## config.mk

```make
export PLATFORM = sky130hd
export DESIGN_NAME = periodic_and_timeout_timer_bank_core_flat
export DESIGN_NICKNAME = d
export VERILOG_FILES = /design/src/rtl/tbk_pkg.sv /design/src/rtl/tbk_if.sv /design/src/rtl/periodic_and_timeout_timer_bank_core.sv /design/src/rtl/tbk_ctrl.sv /design/src/rtl/tbk_dpath.sv /design/src/flat_wrapper.sv
export VERILOG_INCLUDE_DIRS = /design/src /design/src/rtl
export SDC_FILE = /design/constraint.sdc
export NUM_CORES = 1
export LEC_CHECK = 0
export BUFFER_PORTS_ARGS = -buffer_cell sky130_fd_sc_hd__buf_2
export CORE_ASPECT_RATIO = 1.75
export CORE_MARGIN = 5
export CORE_UTILIZATION = 55
export CTS_CLUSTER_SIZE = 30
export DETAILED_ROUTE_END_ITERATION = 6
export GPL_TIMING_DRIVEN = 1
export PLACE_DENSITY = 0.86
export SLEW_MARGIN = 20
export SYNTH_ARGS = -nofsm -noshare
export SYNTH_HDL_FRONTEND = slang
export SYNTH_SLANG_ARGS = --single-unit
```

## constraint.sdc

```tcl
create_clock -name clk -period 3.73 [get_ports clk]
set_input_delay 0.373 -clock clk [delete_from_list [all_inputs] [get_ports clk]]
set_output_delay 0.373 -clock clk [all_outputs]
set_load 0.005 [all_outputs]
```

## src/rtl/periodic_and_timeout_timer_bank_core_assert.svh

```systemverilog
// assertion macros for the timer bank
`ifndef PERIODIC_AND_TIMEOUT_TIMER_BANK_CORE_ASSERT_SVH
`define PERIODIC_AND_TIMEOUT_TIMER_BANK_CORE_ASSERT_SVH

// same-cycle implication
`define TBK_ASSERT_NOW(lbl, clk_s, rst_s, ante, cons, msg) \
  lbl: assert property (@(posedge clk_s) disable iff (rst_s) (ante) |-> (cons)) \
    else $error(msg);

// next-cycle implication
`define TBK_ASSERT_NEXT(lbl, clk_s, rst_s, ante, cons, msg) \
  lbl: assert property (@(posedge clk_s) disable iff (rst_s) (ante) |=> (cons)) \
    else $error(msg);

`endif

```

## src/rtl/tbk_pkg.sv

```systemverilog
// shared types and constants of the timer bank
`timescale 1ns / 1ps

package tbk_pkg;

  localparam int PER_CH   = 8;
  localparam int TOUT_CH  = 8;
  localparam int CNT_W    = 16;
  localparam int CH_W     = 3;
  localparam int INUSE_W  = 4;
  localparam int ACT_W    = 3;
  localparam int WALK_N   = PER_CH + TOUT_CH;
  localparam int WALK_W   = $clog2(WALK_N);
  localparam int ADDR_W   = 3;
  localparam int DATA_W   = 32;

  localparam logic [INUSE_W-1:0] INUSE_RESET = INUSE_W'(8);

  // register indexes
  localparam logic REG_PERIODIC_IN_USE = 1'b0;
  localparam logic REG_TIMEOUTS_IN_USE = 1'b1;

  typedef enum logic [ACT_W-1:0] {
    ACT_TICK        = 3'd0,
    ACT_START_PER   = 3'd1,
    ACT_QUERY_PER   = 3'd2,
    ACT_CLEAR_FIRED = 3'd3,
    ACT_STOP_PER    = 3'd4,
    ACT_START_TOUT  = 3'd5,
    ACT_QUERY_TOUT  = 3'd6,
    ACT_STOP_TOUT   = 3'd7
  } action_t;

  typedef enum logic [1:0] {
    ST_IDLE,
    ST_WALK,
    ST_DONE
  } state_t;

  // controller to datapath
  typedef struct packed {
    logic cmd_exec;
    logic walk_step;
    logic out_load;
  } ctrl_cmd_t;

  // datapath to controller
  typedef struct packed {
    logic is_tick;
    logic walk_last;
    logic slot_free;
  } ctrl_stat_t;

endpackage

```

## src/rtl/tbk_if.sv

```systemverilog
// command and response channel interfaces of the timer bank
`timescale 1ns / 1ps

interface tbk_cmd_if;
  logic                       valid;
  logic                       ready;
  logic [tbk_pkg::ACT_W-1:0]  action;
  logic [tbk_pkg::CH_W-1:0]   channel;
  logic [tbk_pkg::CNT_W-1:0]  count_value;

  modport source (output valid, output action, output channel, output count_value,
                  input ready);
  modport sink   (input valid, input action, input channel, input count_value,
                  output ready);
endinterface

interface tbk_rsp_if;
  logic valid;
  logic ready;
  logic fired;
  logic index_ok;

  modport source (output valid, output fired, output index_ok, input ready);
  modport sink   (input valid, input fired, input index_ok, output ready);
endinterface

```

## src/rtl/periodic_and_timeout_timer_bank_core.sv

```systemverilog
// top level of the periodic and timeout timer bank
`timescale 1ns / 1ps
// Bank of 8 periodic timers and 8 one-shot timeouts.
// cmd channel (valid/ready): one word per command: action, channel, count_value.
//   tick steps every active channel in use; start/query/clear/stop address one channel.
// rsp channel (valid/ready): exactly one word per command: fired, index_ok.
// apb port: register 0 periodic_in_use at 0x0, register 1 timeouts_in_use at 0x4,
//   4 bits each, reset 8; write them only while the bank is idle.
// a channel command is executed on acceptance; its response word is loaded into the
//   output register from the done state once that register is free; a tick first
//   walks the 16 channel entries one per cycle through a single read-modify-write port.
// only one command is in flight: the next word is taken once its response is loaded.
// a finished response sits in the output register, so a stalled receiver does
//   not stop the next command word being taken and processed; only the
//   following response waits for the register to drain.
// reset clears all active, fired and expired flags, empties the output register
//   and restores both in-use registers to 8.

`include "periodic_and_timeout_timer_bank_core_assert.svh"

module periodic_and_timeout_timer_bank_core (
  input  logic                          clk,
  input  logic                          rst,
  tbk_cmd_if.sink                       cmd,
  tbk_rsp_if.source                     rsp,
  input  logic                          psel,
  input  logic                          penable,
  input  logic                          pwrite,
  input  logic [tbk_pkg::ADDR_W-1:0]    paddr,
  input  logic [tbk_pkg::DATA_W-1:0]    pwdata,
  output logic [tbk_pkg::DATA_W-1:0]    prdata,
  output logic                          pready
);

  // configuration registers
  logic [tbk_pkg::INUSE_W-1:0] periodic_in_use;
  logic [tbk_pkg::INUSE_W-1:0] timeouts_in_use;
  logic                        cfg_wr;

  tbk_pkg::ctrl_cmd_t  ctl_cmd;
  tbk_pkg::ctrl_stat_t ctl_stat;

  assign pready = 1'b1;
  assign cfg_wr = psel && penable && pwrite;

  always_ff @(posedge clk) begin
    if (rst) begin
      periodic_in_use <= tbk_pkg::INUSE_RESET;
      timeouts_in_use <= tbk_pkg::INUSE_RESET;
    end else if (cfg_wr) begin
      // register index is the word address
      if (paddr[2] == tbk_pkg::REG_PERIODIC_IN_USE) begin
        periodic_in_use <= pwdata[tbk_pkg::INUSE_W-1:0];
      end else begin
        timeouts_in_use <= pwdata[tbk_pkg::INUSE_W-1:0];
      end
    end
  end

  // read back, zero extended
  always_comb begin
    if (paddr[2] == tbk_pkg::REG_TIMEOUTS_IN_USE) begin
      prdata = tbk_pkg::DATA_W'(timeouts_in_use);
    end else begin
      prdata = tbk_pkg::DATA_W'(periodic_in_use);
    end
  end

  // sequencing of accept, tick walk and response load
  tbk_ctrl u_ctrl (
    .clk      (clk),
    .rst      (rst),
    .in_valid (cmd.valid),
    .in_ready (cmd.ready),
    .stat     (ctl_stat),
    .cmd      (ctl_cmd)
  );

  // channel state and output register
  tbk_dpath u_dpath (
    .clk             (clk),
    .rst             (rst),
    .cmd             (ctl_cmd),
    .stat            (ctl_stat),
    .action          (cmd.action),
    .channel         (cmd.channel),
    .count_value     (cmd.count_value),
    .periodic_in_use (periodic_in_use),
    .timeouts_in_use (timeouts_in_use),
    .out_valid       (rsp.valid),
    .out_ready       (rsp.ready),
    .out_fired       (rsp.fired),
    .out_index_ok    (rsp.index_ok)
  );

  // a response is only loaded into a free or draining output register
  `TBK_ASSERT_NOW(a_load_slot_free, clk, rst, ctl_cmd.out_load, !rsp.valid || rsp.ready, "response loaded over a held word")
  // a loaded response is offered next cycle
  `TBK_ASSERT_NEXT(a_load_shows, clk, rst, ctl_cmd.out_load, rsp.valid, "loaded response not offered")
  // an accepted tick blocks intake while it walks
  `TBK_ASSERT_NEXT(a_tick_blocks, clk, rst, cmd.valid && cmd.ready && cmd.action == tbk_pkg::ACT_TICK, !cmd.ready, "command taken during tick walk")
  // the walk stops after its last entry
  `TBK_ASSERT_NEXT(a_walk_ends, clk, rst, ctl_cmd.walk_step && ctl_stat.walk_last, !ctl_cmd.walk_step, "walk ran past last entry")

endmodule

```

## src/rtl/tbk_ctrl.sv

```systemverilog
// controller state machine of the timer bank
`timescale 1ns / 1ps

module tbk_ctrl (
  input  logic                clk,
  input  logic                rst,
  input  logic                in_valid,
  output logic                in_ready,
  input  tbk_pkg::ctrl_stat_t stat,
  output tbk_pkg::ctrl_cmd_t  cmd
);

  tbk_pkg::state_t state;
  tbk_pkg::state_t state_next;

  always_ff @(posedge clk) begin
    if (rst) begin
      state <= tbk_pkg::ST_IDLE;
    end else begin
      state <= state_next;
    end
  end

  always_comb begin
    state_next = state;
    case (state)
      tbk_pkg::ST_IDLE: begin
        if (in_valid) begin
          state_next = stat.is_tick ? tbk_pkg::ST_WALK : tbk_pkg::ST_DONE;
        end
      end
      tbk_pkg::ST_WALK: begin
        if (stat.walk_last) begin
          state_next = tbk_pkg::ST_DONE;
        end
      end
      tbk_pkg::ST_DONE: begin
        if (stat.slot_free) begin
          state_next = tbk_pkg::ST_IDLE;
        end
      end
      default: state_next = tbk_pkg::ST_IDLE;
    endcase
  end

  always_comb begin
    in_ready      = 1'b0;
    cmd.cmd_exec  = 1'b0;
    cmd.walk_step = 1'b0;
    cmd.out_load  = 1'b0;
    case (state)
      tbk_pkg::ST_IDLE: begin
        in_ready     = 1'b1;
        cmd.cmd_exec = in_valid;
      end
      tbk_pkg::ST_WALK: cmd.walk_step = 1'b1;
      tbk_pkg::ST_DONE: cmd.out_load  = stat.slot_free;
      default: in_ready = 1'b0;
    endcase
  end

endmodule

```

## src/rtl/tbk_dpath.sv

```systemverilog
// channel state, tick walk and result register of the timer bank
`timescale 1ns / 1ps

module tbk_dpath (
  input  logic                          clk,
  input  logic                          rst,
  input  tbk_pkg::ctrl_cmd_t            cmd,
  output tbk_pkg::ctrl_stat_t           stat,
  input  logic [tbk_pkg::ACT_W-1:0]     action,
  input  logic [tbk_pkg::CH_W-1:0]      channel,
  input  logic [tbk_pkg::CNT_W-1:0]     count_value,
  input  logic [tbk_pkg::INUSE_W-1:0]   periodic_in_use,
  input  logic [tbk_pkg::INUSE_W-1:0]   timeouts_in_use,
  output logic                          out_valid,
  input  logic                          out_ready,
  output logic                          out_fired,
  output logic                          out_index_ok
);

  localparam logic [tbk_pkg::INUSE_W-1:0] PER_MAX  = tbk_pkg::INUSE_W'(tbk_pkg::PER_CH);
  localparam logic [tbk_pkg::INUSE_W-1:0] TOUT_MAX = tbk_pkg::INUSE_W'(tbk_pkg::TOUT_CH);
  localparam logic [tbk_pkg::WALK_W-1:0]  WALK_PER = tbk_pkg::WALK_W'(tbk_pkg::PER_CH);
  localparam logic [tbk_pkg::WALK_W-1:0]  WALK_END = tbk_pkg::WALK_W'(tbk_pkg::WALK_N - 1);

  logic [tbk_pkg::CNT_W-1:0] per_count  [tbk_pkg::PER_CH];
  logic [tbk_pkg::CNT_W-1:0] per_reload [tbk_pkg::PER_CH];
  logic [tbk_pkg::CNT_W-1:0] tout_count [tbk_pkg::TOUT_CH];
  logic [tbk_pkg::PER_CH-1:0]  per_active;
  logic [tbk_pkg::PER_CH-1:0]  per_fired;
  logic [tbk_pkg::TOUT_CH-1:0] tout_active;
  logic [tbk_pkg::TOUT_CH-1:0] tout_zero;

  logic [tbk_pkg::WALK_W-1:0]  walk_idx;
  logic                        res_fired;
  logic                        res_ok;

  logic [tbk_pkg::INUSE_W-1:0] np;
  logic [tbk_pkg::INUSE_W-1:0] nt;
  logic                        pok;
  logic                        tok;
  logic                        walk_per;
  logic [tbk_pkg::CH_W-1:0]    wch;
  logic [tbk_pkg::CNT_W-1:0]   per_dec;
  logic [tbk_pkg::CNT_W-1:0]   tout_dec;
  logic                        per_hit;
  logic                        tout_hit;
  tbk_pkg::action_t            act;

  assign act      = tbk_pkg::action_t'(action);
  assign np       = (periodic_in_use > PER_MAX) ? PER_MAX : periodic_in_use;
  assign nt       = (timeouts_in_use > TOUT_MAX) ? TOUT_MAX : timeouts_in_use;
  assign pok      = {1'b0, channel} < np;
  assign tok      = {1'b0, channel} < nt;

  // walk: periodic entries first, then timeouts
  assign walk_per = walk_idx < WALK_PER;
  assign wch      = walk_per ? walk_idx[tbk_pkg::CH_W-1:0]
                             : tbk_pkg::CH_W'(walk_idx - WALK_PER);
  assign per_dec  = per_count[wch] - 1'b1;
  assign tout_dec = tout_count[wch] - 1'b1;
  assign per_hit  = cmd.walk_step && walk_per && ({1'b0, wch} < np) && per_active[wch];
  assign tout_hit = cmd.walk_step && !walk_per && ({1'b0, wch} < nt) && tout_active[wch]
                    && !tout_zero[wch];

  assign stat.is_tick   = act == tbk_pkg::ACT_TICK;
  assign stat.walk_last = walk_idx == WALK_END;
  assign stat.slot_free = !out_valid || out_ready;

  // flags and walk index
  always_ff @(posedge clk) begin
    if (rst) begin
      per_active  <= '0;
      per_fired   <= '0;
      tout_active <= '0;
      tout_zero   <= '0;
      walk_idx    <= '0;
      out_valid   <= 1'b0;
    end else begin
      if (cmd.cmd_exec) begin
        walk_idx <= '0;
        case (act)
          tbk_pkg::ACT_START_PER: begin
            if (pok) begin
              per_active[channel] <= 1'b1;
              per_fired[channel]  <= 1'b0;
            end
          end
          tbk_pkg::ACT_CLEAR_FIRED: begin
            if (pok) per_fired[channel] <= 1'b0;
          end
          tbk_pkg::ACT_STOP_PER: begin
            if (pok) begin
              per_active[channel] <= 1'b0;
              per_fired[channel]  <= 1'b0;
            end
          end
          tbk_pkg::ACT_START_TOUT: begin
            if (tok) begin
              tout_active[channel] <= 1'b1;
              tout_zero[channel]   <= count_value == '0;
            end
          end
          tbk_pkg::ACT_STOP_TOUT: begin
            if (tok) tout_active[channel] <= 1'b0;
          end
          default: begin
          end
        endcase
      end
      if (cmd.walk_step) begin
        walk_idx <= walk_idx + 1'b1;
      end
      if (per_hit && per_dec == '0) begin
        per_fired[wch] <= 1'b1;
      end
      if (tout_hit && tout_dec == '0) begin
        tout_zero[wch] <= 1'b1;
      end
      if (cmd.out_load) begin
        out_valid <= 1'b1;
      end else if (out_ready) begin
        out_valid <= 1'b0;
      end
    end
  end

  // counters, reload values and result
  always_ff @(posedge clk) begin
    if (cmd.cmd_exec) begin
      res_fired <= ((act == tbk_pkg::ACT_QUERY_PER) && pok && per_fired[channel])
                   || ((act == tbk_pkg::ACT_QUERY_TOUT) && tok && tout_zero[channel]);
      res_ok    <= (act == tbk_pkg::ACT_TICK) ? 1'b1 : (action < tbk_pkg::ACT_START_TOUT)
                   ? pok : tok;
      case (act)
        tbk_pkg::ACT_START_PER: begin
          if (pok) begin
            per_count[channel]  <= count_value;
            per_reload[channel] <= count_value;
          end
        end
        tbk_pkg::ACT_START_TOUT: begin
          if (tok) tout_count[channel] <= count_value;
        end
        default: begin
        end
      endcase
    end
    if (per_hit) begin
      per_count[wch] <= (per_dec == '0) ? per_reload[wch] : per_dec;
    end
    if (tout_hit) begin
      tout_count[wch] <= tout_dec;
    end
    if (cmd.out_load) begin
      out_fired    <= res_fired;
      out_index_ok <= res_ok;
    end
  end

endmodule

```

## src/flat_wrapper.sv

```systemverilog
// flat-port wrapper written by rule: the top's interface ports become plain ports
module periodic_and_timeout_timer_bank_core_flat 
  (clk, rst, psel, penable, pwrite, paddr, pwdata, prdata, pready, cmd_valid, cmd_action, cmd_channel, cmd_count_value, cmd_ready, rsp_valid, rsp_fired, rsp_index_ok, rsp_ready);
  tbk_cmd_if cmd_i ();
  tbk_rsp_if rsp_i ();
  input  logic clk;
  input  logic rst;
  input  logic psel;
  input  logic penable;
  input  logic pwrite;
  input  logic [tbk_pkg::ADDR_W-1:0] paddr;
  input  logic [tbk_pkg::DATA_W-1:0] pwdata;
  output logic [tbk_pkg::DATA_W-1:0] prdata;
  output logic pready;
  input wire logic [$bits(cmd_i.valid)-1:0] cmd_valid;
  input wire logic [$bits(cmd_i.action)-1:0] cmd_action;
  input wire logic [$bits(cmd_i.channel)-1:0] cmd_channel;
  input wire logic [$bits(cmd_i.count_value)-1:0] cmd_count_value;
  output wire logic [$bits(cmd_i.ready)-1:0] cmd_ready;
  output wire logic [$bits(rsp_i.valid)-1:0] rsp_valid;
  output wire logic [$bits(rsp_i.fired)-1:0] rsp_fired;
  output wire logic [$bits(rsp_i.index_ok)-1:0] rsp_index_ok;
  input wire logic [$bits(rsp_i.ready)-1:0] rsp_ready;
  assign cmd_i.valid = cmd_valid;
  assign cmd_i.action = cmd_action;
  assign cmd_i.channel = cmd_channel;
  assign cmd_i.count_value = cmd_count_value;
  assign cmd_ready = cmd_i.ready;
  assign rsp_valid = rsp_i.valid;
  assign rsp_fired = rsp_i.fired;
  assign rsp_index_ok = rsp_i.index_ok;
  assign rsp_i.ready = rsp_ready;
  periodic_and_timeout_timer_bank_core u_core (.clk(clk), .rst(rst), .cmd(cmd_i), .rsp(rsp_i), .psel(psel), .penable(penable), .pwrite(pwrite), .paddr(paddr), .pwdata(pwdata), .prdata(prdata), .pready(pready));
endmodule
```

After elaboration in Yosys (flattened, before gate mapping). Memories as Yosys holds them, arrays and structs flattened. Index checks and enable logic that the tools add are counted.

Output and inout port bits: 37. Bits in writable memories: 384. Bits in read-only memories: 0. Bits in registers: 51. Latch bits: 0. Logic and storage cells: 165. Bits of input ports: 64. Memories kept: 3.

Muxes and demuxes: 68. Bitwise gates (word level): 9. Equality and inequality tests: 17. Add/subtract/negate cells: 4. Magnitude comparators: 12. Div/mod/pow operators: 0. Shift-type cells: 0. Reductions and logical operators: 39. Multipliers: 0.

Memory list: u_core.u_dpath.per_count (depth 8, width 16, read ports 1, clocked after memory_dff 0, wr ports 1, line tbk_dpath.sv:25) `logic [tbk_pkg::CNT_W-1:0] per_count [tbk_pkg::PER_CH];`; u_core.u_dpath.per_reload (depth 8, width 16, read ports 1, clocked after memory_dff 0, wr ports 1, line tbk_dpath.sv:26) `logic [tbk_pkg::CNT_W-1:0] per_reload [tbk_pkg::PER_CH];`; u_core.u_dpath.tout_count (depth 8, width 16, read ports 1, clocked after memory_dff 0, wr ports 1, line tbk_dpath.sv:27) `logic [tbk_pkg::CNT_W-1:0] tout_count [tbk_pkg::TOUT_CH];`.

Operators with widths (number): two-way mux 8 bit (14); zero test 16 bit (3); two-way mux 16 bit (3); bitwise OR 8 bit (4); one-hot mux 8 bit (2 select lines) (2); OR reduction 16 bit (2); subtractor 16 x 1 -> 16 bit, second input constant (2); two-way mux 1 bit (28); AND 8 bit (3); two-way mux 4 bit (5); logical AND 1 bit (17); less-than comparator 3 x 4 -> 1 bit (4); binary-select mux 1 bit (select 3 bit) (5); equality test 3 bit, second input constant (4); != test 2 bit, second input constant (6); two-way mux 3 bit (3); bitwise mux 8 bit (1); > comparator 4 bit, second input constant (2); less-than comparator 3 x 4 -> 1 bit, second input constant (2); two-way mux 2 bit (4); NOT 8 bit (1); AND reduction 4 bit (2); nonzero test 2 bit (4); demux 1 bit (select 3 bit) (2); 20 further kinds (26).

Longest topological paths before layout. Gate-level depths: netlist (run 1).

Depth in word-level cells: 12. Mapped depth: 14. Mapped depth without buffers: 11.

By module. From an unflattened synthesis (run 1), not the netlist that was laid out.

Cells, all modules: 1489. Area total of the unflattened synthesis: 22192.5 um^2.

Modules (own cells, without submodules): tbk_dpath (times used 1, cells an instance 1408, sequential area each 12451.9 um^2, area an instance 21470.6 um^2); periodic_and_timeout_timer_bank_core (times used 1, cells an instance 67, sequential area each 160.2 um^2, area an instance 603.1 um^2); tbk_ctrl (times used 1, cells an instance 14, sequential area each 40.0 um^2, area an instance 118.9 um^2).

Least setup slack after synthesis (run 1). No wires, ideal clock.

Path kind: register to register. Start point: reg with a tool-made name. End point: reg u_core.u_dpath.tout_zero[2] in the netlist's numbering. Slack: -0.213 ns. Arrival time: 3.858 ns. Library setup time: 0.085 ns. Clock period less this slack: 3.943 ns. Cell stages (with the launch flop): 15. Required time: 3.645 ns. Path buffers: 5. Cell sequence: dfxtp_1 buf_4 buf_6 buf_6 buf_6 buf_6 mux4_2 mux2i_1 ha_1 o221ai_2 or4b_4 or4_1 a21oi_1 nand4_2 o31ai_2.

RTL lines: end signal: assignment (line tbk_dpath.sv:75) `tout_zero <= '0;`; end signal: indexed assignment (line tbk_dpath.sv:100) `tout_zero[channel] <= count_value == '0;`; end signal: indexed assignment (line tbk_dpath.sv:117) `tout_zero[wch] <= 1'b1;`; end: declaration (line tbk_dpath.sv:31) `logic [tbk_pkg::TOUT_CH-1:0] tout_zero;`.

==> impl_metrics.tcl, run 1 <==
set metrics [dict create \
    cp_top_family "simple AND/OR/NAND/NOR gates" \
    grt_max_degree 43 \
    pin_count 101 \
    crit_path_end_kind "flop" \
    hold_viol 0 \
    ys_ff_latch 438 \
    clk_latency_ps 540 \
    worstHoldStart "pwdata[2]" \
    ff_latch_area_um2 12700 \
    path_max_fanout 8 \
    syn_area_per_cell_um2 15.2 \
    grt_antenna_before_repair 2 \
    postPlaceCellArea_um2 21000 \
    worstHoldPathCells 3 \
    cp_cell_sequence "buf_12 > mux2_2 > o2bb2ai_1 > o211ai_1 > or4_4 > or4_4 > a2111oi_4 > buf_4 > buf_6 > a311oi_2 > nor2_1 > buf_4" \
    rows 91 \
    violations "negative setup slack" \
    grt_setup_unrepaired "yes" \
    cts_made_buffers 38 \
    drive_above_1_share_pct 29.4 \
    cap_violations 0 \
    die_h_um 259 \
    worst_pin_slew_ps 898 \
    synth_top_area_share_pct 59.8 \
    synth_top_area_cell "edfxtp_1" \
    layoutNonFillerInstCount 1935 \
    period_needed_ps 3820 \
    track_usage_pct 24.9 \
    start_util_pct 55.4 \
    fin_worst_skew_ps 18.6 \
    route.detailed.drc 0 \
    detail-route-antenna-nets 0 \
    yosysMostFrequentCell "edfxtp_1" \
    status "finished, violations left" \
    nFillCells 2255 \
    yosysSeqAreaShare_pct 65.0 \
    syn_inst 1283 \
    clock-sinks 438 \
    htreeDepth 2 \
    grt_pass1_wl_mm 75.3 \
    ys_warn_count 0 \
    reg2reg_depth 12 \
    dieArea_um2 39400 \
    dr_total_vias 12600 \
    power_density_nw_per_um2 428 \
    fin_nets 1517 \
    multi_input_area_um2 6620 \
    setup_ws_ps -92.9 \
    holdCritPathClass "in -> reg" \
    grt_pass1_vias 12800 \
    root_buffer "clkbuf_16" \
    hold_path_end "u_core.periodic_in_use[2]" \
    syn-cell-area_um2 19500 \
    synth_edf_count 388 \
    synth_cell_types 76 \
    gp_congestion 0.977 \
    cts_buffer_depth 3 \
    portBuffers 41 \
    core_area_um2 35200 \
    ff2ff_setup_slack_ps -90 \
    ir_worst_vdd_mv 0.608 \
    start_kind "flop" \
    fmax_ghz 0.262 \
    async_reset_ff_share_pct 0 \
    critical_path.max_stage_delay_ps 550 \
    die_w_um 152 \
    crit_required_ps 4120 \
    first_iter_violations 1441 \
    cp_slowest_cell "or4_4" \
    cts_tree "yes" \
    crit_type "reg -> reg" \
    area_growth_pct 16.4 \
    drt_wl_total_mm 50.5 \
    wl_per_cell_um 26.1 \
    crit-reg2reg-capture "u_core.u_dpath.per_count[0][10]" \
    path_clk_slew_ps 70 \
    cp_num_cells 12 \
    design_area_um2 22700 \
    post-route-util_pct 64.5 \
    hpwl_mm 33.2 \
    synth_ff_type "edfxtp_1" \
    yosys-top-cells-count "edfxtp_1, mux4_2, nor2_1, nand2_1, mux2i_1" \
    critPathBufInv 4 \
    final.period_utilization_pct 102 \
    synth_area_leaders "edfxtp_1, mux4_2, dfxtp_1" \
    setup_viol 65 \
    leakagePower_nw 7.42 \
    grt_overflow 0 \
    slew_violations 0 \
    slew_headroom_pct 40.1 \
    setup-tns-final_ps -2280 \
    dp.cells 1851 \
    first_pass_iters 6 \
    via_per_inst 6.50 \
    arrival_ps 4220 \
]
-- final cells by class --
type                            count  share of cell area (%)
Antenna cell                        2                  0.0221
Inverter                           22                   0.364
Timing Repair Buffer              187                    6.48
Clock inverter                     21                   0.850
Tap cell                          465                    2.57
Clock buffer                       47                    4.67
Sequential cell                   438                    55.8
Multi-Input combinational cell    753                    29.2
-- layer usage --
metal / share of wire [%] / vias up / global-route usage, %
met5: 0 / - / 0
met4: 7.5 / 0 / 15.0
met3: 7.1 / 245 / 2.84
met2: 54 / 828 / 46.9
met1: 32 / 6199 / 26.5
li1: - / 5296 / -
-- worst min-delay path, cell delays in order --
cell and delay (ps):
buf_2 90, mux2i_1 60, nor2_1 70
-- report_power, final --
group          switching, mW  internal, mW
clock                   1.75          2.24
sequential            0.0129          5.35
combinational          0.244         0.122
-- registers in the layout (all words and copies together) (netlist names), named ones only --
register and flops:
u_core.u_dpath.out_valid 1, u_core.u_dpath.per_fired 8, u_core.u_dpath.res_fired 1, u_core.timeouts_in_use 4, u_core.u_dpath.per_reload 128, u_core.u_ctrl.state 2, u_core.u_dpath.per_count 128, u_core.u_dpath.out_fired 1
u_core.u_dpath.out_index_ok 1, u_core.periodic_in_use 4, u_core.u_dpath.walk_idx 4, u_core.u_dpath.tout_zero 8, u_core.u_dpath.tout_count 128, u_core.u_dpath.res_ok 1
-- cell usage in the layout (no fill, tap or decap), types with 6 or more instances in the layout --
cell and instances:
a22o_1 9, inv_1 21, buf_12 9, nor4_1 6, o22ai_1 10, a21oi_2 6
nor2b_1 12, conb_1 29, clkbuf_16 41, nor3_1 19, dfxtp_1 47, xnor2_1 13
clkinv_1 8, buf_4 123, buf_2 41, nor2_1 83, o22ai_2 8, a211oi_1 6
ha_1 12, nand2b_1 17, a311oi_1 8, mux2i_1 60, mux4_2 83, mux2_2 27
edfxtp_1 388, o211ai_1 13, nand2_1 81, o21ai_1 7, a21oi_1 34, buf_6 13
o21ai_2 6, nand3_1 33, xor2_1 9, o31ai_1 6, a21o_1 7, o21ai_0 29
-- cell families (layout without fill, tap and decap cells) --
family / after synthesis / after routing / share of synthesized area (%)
multiplexers: 180 / 180 / 14.9
AO/OA/AOI/OAI: 202 / 202 / 6.97
other: 2 / 31 / 0.0386
buffers and inverters: 119 / 277 / 3.44
XOR/XNOR: 22 / 22 / 0.989
flip-flops: 438 / 438 / 65.0
adder cells (fa/ha/maj): 13 / 13 / 0.835
AND/OR/NAND/NOR: 307 / 307 / 7.83
-- worst max path at each step --
| stage | from | slack (ps) | endpoint |
|---|---|---|---|
| global route | flop | -190 | u_core.u_dpath.tout_zero[3] |
| finish | flop | -90 | u_core.u_dpath.per_count[0][10] |
| global placement | flop | -60 | u_core.u_dpath.per_count[2][3] |
| floorplan | u_core.u_dpath.walk_idx[0] | 6 | u_core.u_dpath.per_count[4][0] |
| CTS | flop | -80 | u_core.u_dpath.per_count[5][10] |
| detailed placement | flop | -230 | u_core.u_dpath.per_count[1][1] |
-- repair_timing --
item | 4_1_cts | 5_1_grt
resized for setup | 32 | 25
endpoints found under the setup margin | 179 | 182
pin swaps | 12 | 13
gates cloned | 0 | 0
setup buffers | 11 | 4
hold buffers | 0 | 0
-- through the flow --
step	setup WS, ps	power (mW)	hold WS (ps)
final	-92.9	9.71	88.4
after global routing	-194	9.98	104
after CTS	-82.2	9.71	88.9
after detailed placement	-227	5.81	416
after global placement	-57.1	5.79	412
after floorplan	6.37	5.67	400
No activity file was read; power rests on OpenSTA's default activity.
==> run 2, diff against run 1 <==
- PLACE_DENSITY: 0.86 -> 0.85
- SYNTH_HIERARCHICAL: not set -> 1
==> impl_metrics.tcl, run 2 <==
set metrics [dict create \
    route.detailed.drc 0 \
    holdCritPathClass "in -> reg" \
    synth_cell_types 84 \
    portBuffers 41 \
    synth_top_area_cell "edfxtp_1" \
    fin_nets 1665 \
    setup-tns-final_ps 0 \
    status "completed" \
    multi_input_area_um2 8990 \
    grt_antenna_before_repair 0 \
    yosys-top-cells-count "edfxtp_1, mux2_2, mux4_2, mux2i_1" \
    rows 97 \
    drive_above_1_share_pct 37.8 \
    cap_violations 0 \
    track_usage_pct 25.8 \
    critical_path.max_stage_delay_ps 570 \
    use_met2_pct 47.0 \
    gr-usage-met1_pct 28.4 \
    antenna_cells 0 \
    ff_latch_area_um2 12700 \
    critPathBufInv 1 \
    grt_overflow 0 \
    clock-sinks 438 \
    finalPower_mw 9.66 \
    syn_inst 1489 \
    setup_viol 0 \
    syn-cell-area_um2 22200 \
    yosysSeqAreaShare_pct 57.0 \
    via_per_inst 6.63 \
    path_max_fanout 8 \
    core_area_um2 39900 \
    post-route-util_pct 61.9 \
    arrival_ps 4000 \
    globalRoute.busiestLayer "met2" \
    layout_commonest_cell "edfxtp_1" \
    cts_buffer_depth 3 \
    fmax_ghz 0.275 \
    first_iter_violations 1420 \
    path_clk_slew_ps 70 \
    top_regs "u_core/u_dpath/per_count (128), u_core/u_dpath/per_reload (128), u_core/u_dpath/tout_count (128)" \
    root_buffer "clkbuf_16" \
    worst_pin_slew_ps 1040 \
    hold_viol 0 \
    syn_area_per_cell_um2 14.9 \
    area_growth_pct 11.3 \
    crit_path_end_kind "flop" \
    grt_use_met3_pct 2.93 \
    slew_headroom_pct 30.6 \
    grt_pass1_wl_mm 87.0 \
    grt_pass1_vias 14600 \
    htreeDepth 2 \
    crit_type "reg -> reg" \
    crit_required_ps 4100 \
    final.period_utilization_pct 97.4 \
    final_cell_mix "edfxtp_1, mux2_2, buf_4" \
    wl_per_cell_um 27.6 \
    clk_latency_ps 550 \
    cp_cell_sequence "mux4_2 > mux2i_4 > ha_1 > xor2_1 > nor4b_2 > nor4b_4 > nand4_4 > buf_4 > o21a_2 > mux2i_1" \
    nFillCells 2742 \
    dp.cells 2037 \
    die_w_um 162 \
    fin_worst_skew_ps 31.9 \
    first_pass_iters 5 \
    async_reset_ff_share_pct 0 \
    dieArea_um2 44600 \
    gp_congestion 0.943 \
    yosysMostFrequentCell "edfxtp_1" \
    cp_slowest_cell "mux4_2" \
    dr_total_vias 14000 \
    detail-route-antenna-nets 0 \
    cts_made_buffers 38 \
    ys_warn_count 6 \
    drt_wl_total_mm 58.3 \
    leakagePower_nw 8.31 \
    die_h_um 276 \
    pin_count 101 \
    ir_worst_vdd_mv 0.353 \
    synth_edf_count 388 \
    cts_hold_buf 0 \
    synth_area_leaders "edfxtp_1, mux2_2, mux4_2" \
    cp_top_family "multiplexers" \
    grt_setup_unrepaired "no" \
    cts_tree "yes" \
    synth_top_area_share_pct 52.5 \
    hpwl_mm 36.8 \
    start_kind "flop" \
    slew_violations 0 \
    start_util_pct 55.6 \
    layoutNonFillerInstCount 2112 \
    synth_ff_type "edfxtp_1" \
    power_density_nw_per_um2 391 \
    period_needed_ps 3630 \
    grt_max_degree 53 \
    ys_ff_latch 438 \
]
run 2: cell types whose count changed after synthesis, moves of 12 or more:
| cell | before | now |
|---|---|---|
| mux2_2 | 27 | 218 |
| nor2_1 | 83 | 51 |
| nand3_1 | 34 | 9 |
| clkbuf_1 | 41 | 62 |
| nand2_1 | 82 | 62 |
| o21ai_0 | 36 | 52 |
| o211ai_1 | 13 | 0 |
| or2_2 | 5 | 18 |
| or3_1 | 4 | 16 |
run 2: cell type report:
| cell class | count | share of cell area [%] |
|---|---|---|
| Clock buffer | 47 | 4.11 |
| Clock inverter | 22 | 0.643 |
| Inverter | 22 | 0.334 |
| Multi-Input combinational cell | 929 | 36.4 |
| Sequential cell | 438 | 51.2 |
| Tap cell | 495 | 2.51 |
| Timing Repair Buffer | 159 | 4.77 |
run 2: kinds of logic (layout without fill, tap and decap cells):
family	after synthesis	count (layout)	share of synthesized area (%)
buffers and inverters	149	250	3.55
DFF	438	438	57.0
muxes	396	396	24.6
AOI/OAI and AO/OA	176	176	5.51
other	2	29	0.0338
and+or+nand+nor	291	291	7.62
adders and majority gates	13	13	0.733
xor gates and xnor gates	24	24	0.947
run 2: worst register-to-register path, cell delays in order (launching register included):
cell and delay, ps:
dfxtp_4 500, mux4_2 580, mux2i_4 250, ha_1 270
xor2_1 270, nor4b_2 270, nor4b_4 330, nand4_4 240
buf_4 280, o21a_2 290, mux2i_1 220
run 2: power breakdown:
group	internal [mW]	switching [mW]
sequential	5.35	0.0104
clock	2.08	1.76
combinational	0.187	0.266
run 2: final timing paths:
kind | to | slack [ps] | from | depth (start not counted)
setup / recovery | u_core/u_dpath/per_count[4][14] | 100 | flop | 10
hold / removal | u_core/periodic_in_use[1] | 140 | pwdata[1] | 3
setup reg to reg | u_core/u_dpath/per_count[4][14] | 100 | flop | 10
hold reg to reg | u_core/u_dpath/out_index_ok | 430 | u_core/u_dpath/res_ok | 0
run 2: what timing repair did:
action                                  4_1_cts  5_1_grt
gates cloned                                  0        1
buffers inserted                              4        1
resized for setup                             1       15
endpoints found under the setup margin       33      131
pin swaps                                     0        2
run 2: per-layer routing:
metal | part of all wire, % | vias to the layer above
met5 | 0 | -
met4 | 7.2 | 0
li1 | - | 5937
met3 | 6.0 | 235
met2 | 53 | 726
met1 | 34 | 7111
run 2: stage by stage:
step	worst slack (ps)	hold WS, ps	area (µm²)
global placement	63.2	406	23400
detailed placement	5.18	417	23400
floorplan	-24.3	400	22400
global route	9.76	140	24700
CTS	47.6	128	24600
finish	97.6	144	24700
